**config.mk**
```make
export PLATFORM = sky130hd
export DESIGN_NAME = wwgc_ram
export DESIGN_NICKNAME = d
export VERILOG_FILES = /design/src/sv/windowed_weighted_genotype_correlation_unit_defines.svh /design/src/sv/wwgc_ram.sv
export SDC_FILE = /design/constraint.sdc
export NUM_CORES = 2
export LEC_CHECK = 0
export BUFFER_PORTS_ARGS = -buffer_cell sky130_fd_sc_hd__clkbuf_2
export CAP_MARGIN = 0
export CORE_MARGIN = 2
export CORE_UTILIZATION = 68
export CTS_BUF_LIST = sky130_fd_sc_hd__clkbuf_16
export DETAILED_ROUTE_END_ITERATION = 7
export GPL_ROUTABILITY_DRIVEN = 0
export PLACE_DENSITY = 0.82
export SYNTH_ARGS = -nofsm -noshare
export SYNTH_HDL_FRONTEND = slang
export SYNTH_SLANG_ARGS = --single-unit
```
**constraint.sdc**
```tcl
create_clock -name clk -period 4.3 [get_ports clk]
set_input_delay 0.86 -clock clk [delete_from_list [all_inputs] [get_ports clk]]
set_output_delay 0.86 -clock clk [all_outputs]
set_load 0.05 [all_outputs]
```
**src/sv/windowed_weighted_genotype_correlation_unit_defines.svh**
```systemverilog
// ============================================================================
// Assertion macros
// Shared concurrent assertion forms for the correlation unit.
// ============================================================================
`ifndef WINDOWED_WEIGHTED_GENOTYPE_CORRELATION_UNIT_DEFINES_SVH
`define WINDOWED_WEIGHTED_GENOTYPE_CORRELATION_UNIT_DEFINES_SVH

// condition must never hold outside reset
`define WWGC_ASSERT_NEVER(lbl, cond, msg) \
    lbl: assert property (@(posedge clk) disable iff (!rst_n) !(cond)) else $error(msg);

// antecedent implies consequent in the same cycle
`define WWGC_ASSERT_IMPLY(lbl, ante, cons, msg) \
    lbl: assert property (@(posedge clk) disable iff (!rst_n) (ante) |-> (cons)) else $error(msg);

`endif

```
**src/sv/wwgc_ram.sv**
```systemverilog
// ============================================================================
// wwgc_ram
// Generic simple dual-port RAM, one write port, one registered read port.
// ============================================================================
module wwgc_ram #(
    parameter int WIDTH = 8,
    parameter int DEPTH = 256
) (
    input  logic                     clk,
    input  logic                     we,
    input  logic [$clog2(DEPTH)-1:0] waddr,
    input  logic [WIDTH-1:0]         wdata,
    input  logic [$clog2(DEPTH)-1:0] raddr,
    output logic [WIDTH-1:0]         rdata
);

    logic [WIDTH-1:0] mem [DEPTH];
    logic [WIDTH-1:0] rdata_reg;

    always_ff @(posedge clk)
    begin
        if (we)
        begin
            mem[waddr] <= wdata;
        end
        rdata_reg <= mem[raddr];
    end

    assign rdata = rdata_reg;

endmodule

```
* Word level (Yosys, flattened, before mapping)
Memory sizes are Yosys's and may differ from the RTL's. A register that Yosys moved wholly into a read port is not among the register bits.
Cells that the tools add are included.
** Storage, ports and cells
- Word-level logic and storage cells :: 3
- RAM bits :: 2048
- Input bits :: 26
- Memories kept :: 1
- Output and inout bits :: 8
- Flip-flop bits (word level) :: 0
** Operators by class
- Muxes and demuxes :: 2
** Memories
- mem :: depth 256, bits a word 8, rd ports 1, clocked after Yosys merged registers in 1, write ports 1, line wwgc_ram.sv:17 : logic [WIDTH-1:0] mem [DEPTH];
** Operators by type and width (number)
- $mux W1 :: 2

* Depth between registers and ports, before layout
- Depth after elaboration :: 2
- Depth in mapped cells :: 11
- Gate-level depth less buffers :: 6

* Worst setup path before layout
No wires, ideal clock.
- Path kind :: input-to-reg
- From :: in raddr[0]
- To :: reg rdata_reg[2] (netlist: rdata[2]) (read register of mem)
- Library setup time :: 0.131 ns
- Setup slack :: 1.502 ns
- Arrival :: 2.667 ns
- Stages on the path :: 9
- Required time :: 4.169 ns
- Path through :: buf_6 buf_12 buf_8 buf_2 mux4_2 a22oi_1 a21oi_1 nor4_1 nor4_2
** RTL lines
- start, declared :: line wwgc_ram.sv:13 : input logic [$clog2(DEPTH)-1:0] raddr,
- end, declared :: line wwgc_ram.sv:18 : logic [WIDTH-1:0] rdata_reg;

==> impl_metrics.toml <==
[status]
result_of_the_run = "finished with violations"
violations = "max-capacitance violations"

[synthesis]
synth_enable_flop_cells = 2048
synth.largest_area_cell = "edfxtp_1"
postSynthNetCount = 3759
synth.most_common_cell = "edfxtp_1"
yosys-top-cells-count = "edfxtp_1, mux4_2, nor2_1"
synthesis.instances = 3733
synth.top_cells.by_area = "edfxtp_1, mux4_2, mux2i_1"
synth.cell_area_sq_mm = 0.0796
synth-seq-cells = 2056
synth_async_sr_flop_share = 0
synth.avg_cell_area_sq_um = 21.3
synth-main-ff-cell = "edfxtp_1"
post_synth_num_cell_types = 55
synth_warnings = 0
seq_area_frac_synth = 0.775
yosysTopAreaCellShare = 0.773

[route]
drt_first_pass_iters = 8
post_detailed_route_count_of_antenna_violating_nets = 0
drt-wirelength-per-cell_um = 37.5
drt_iter0_markers = 7367
routed_via_density = 7.53
detailroute.via_count = 42300
drcViolationCount = 0
detail_route.wirelength_mm = 211

[worst_setup_path]
timing.reg2reg.setup_slack_ps = 1080
endpoint_kind = "flip-flop"
cell_at_the_slowest_stage_of_the_critical_path = "nor4_1"
rr_startpoint = "mem[86][4]"
critical_path.endpoint = "rdata[4]"
cp-start-kind = "input pin"
critPathMostFrequentCell = "nor4_1"
timing.critical_path.fanout_max = 71
worst_ep_required_time_ps = 4910
worstSetupPathType = "in2reg"
worstReg2RegEnd = "rdata[4]"
timing.critical_path.slowest_cell_delay_ps = 1180
cp_launch_point = "raddr[1]"
cp_data_arrival_time_ps = 4470
ff2ff_path_depth = 5
worstPathCellList = "buf_8 > buf_4 > mux4_2 > o221ai_1 > nor2_1 > nor4_1 > nor4_1"

[clock_tree]
tritoncts_num_sinks = 2056
clk_latency_ps = 810
cts_hold_repair.buffers = 0
clkSlewWorstSetupHoldPaths_ps = 60
clock_tree_from_tritoncts = "done"
cts_inserted_buffers = 189
cts.repair_timing.setup_buffer_count = 0
htreeDepth = 4
post_cts_resized = 0
clk_root_buffer_cell = "clkbuf_16"
cts-root-to-sink-buffers = 3

[placed_design]
dp_slack_ps = -125
placedCellCount = 5262
post_dp_cell_area_sq_mm = 0.0821
hpwl_mm = 118
io_buffers = 33

[timing]
unrepaired_setup_endpoints_after_global_routing = "no"
maxSlewViolCount = 0
timing.slew.headroom = 0.0103
tightest_slew_ps = 1470
finClkSkew_ps = 44.5
timing.setup.tns_ps = 0
timing.hold.ws_ps = 736
setup_viol = 0
max_freq_mhz = 259
final_critical_path_setup_slack_ps = 439
period_needed_ps = 3860
post-route-period-util = 0.898
report.final.hold_viol_count = 0

[grt]
first_global_vias = 42200
antenna_found_initial = 10
grt_start_max_net_pins = 143
global_route_wire_length_before_repair_mm = 302
grt.overflow.total = 0
track_usage = 0.358

[pwr]
static_power_due_to_leakage_uw = 0.0276
power_density_mw_per_mm2 = 460
worst_ir_drop_vdd_uv = 412

[floorplan]
io-pin-count = 34
die_outline_height_um = 346
floorplan.initialDensity = 0.686
row_count = 125
fp.dieArea_sq_mm = 0.120
area_inside_the_core_boundary_sq_mm = 0.116
floorplan.die.width_um = 346

[layout]
proportion_of_layout_cells_with_a_drive_suffix_above_1 = 0.236
largest_reg_flops = 2048
fin_cells = 5616
layout.cell_area.non_filler_sq_mm = 0.0881
num-nets-final = 3955
fillerInstances = 5690
areaGrowthSynthToFinish_pct = 10.7

[hold_path]
hp-class = "in2reg"

[job]
drv.max_cap_violation_count = 1
==> worst max-delay path, delay by kind of cell <==
family | cells | cell delay, ps
buffers and inverters | 2 | 1160
muxes | 1 | 440
AOI/OAI and AO/OA | 1 | 360
and+or+nand+nor | 3 | 1500
==> through the flow <==
step | total power, uW | utilization
final | 40500 | 0.759
after global routing | 41200 | 0.759
after CTS | 40500 | 0.759
after detailed placement | 24600 | 0.708
after global placement | 24500 | 0.708
after floorplan | 23700 | -
==> final cells by class <==
type	count	area [sq um]	share of cell area
antenna	8	20.0	0.000227
clock buffer	197	4930	0.0560
clock inverter	149	985	0.0112
inverter	2	7.51	0.0000853
multi-input combinational	1442	16500	0.187
sequential	2056	61700	0.700
tap	1524	1910	0.0217
timing repair buffer	238	2060	0.0234
==> routing by layer <==
| layer | vias up | wire length, um | track usage |
|---|---|---|---|
| met5 | - | 115 | 0 |
| met4 | 18 | 13100 | 0.185 |
| met3 | 819 | 29500 | 0.0997 |
| met2 | 4060 | 101000 | 0.559 |
| met1 | 21300 | 67200 | 0.470 |
| li1 | 16100 | - | - |
==> cell usage in the layout (no fill, tap or decap), drive strengths merged, types with 10 or more instances in the layout <==
cell type  instances
a211oi            16
a21oi             96
a221oi            14
a22oi            133
buf              209
bufinv            12
clkbuf           226
clkinv            94
edfxtp          2048
inv               44
mux2i            134
mux4             456
nand2             33
nand3             34
nand4             10
nor2             282
nor2b             31
nor3              22
nor4              27
o211ai            10
o21ai             12
o221ai            47
o22ai             28
==> worst min path at each step <==
stage / start / endpoint / cells past startpoint
global route: wdata[1] / mem[225][1] / 1
CTS: wdata[5] / mem[226][5] / 1
detailed placement: mem[32][5] / rdata[5] / 7
finish: wdata[0] / mem[225][0] / 1
global placement: mem[32][5] / rdata[5] / 7
floorplan: mem[40][3] / rdata[3] / 6
==> cell families after synthesis <==
family / after synthesis / share of synthesized area
muxes: 591 / 0.146
AOI/OAI and AO/OA: 385 / 0.0342
DFF: 2056 / 0.775
buffers and inverters: 235 / 0.0183
and+or+nand+nor: 466 / 0.0263
==> power breakdown <==
part	switching (uW)	internal, uW
logic	1430	703
clock network	7280	8970
registers	53.7	22100
Note: power is estimated with default switching activity, not from simulation.
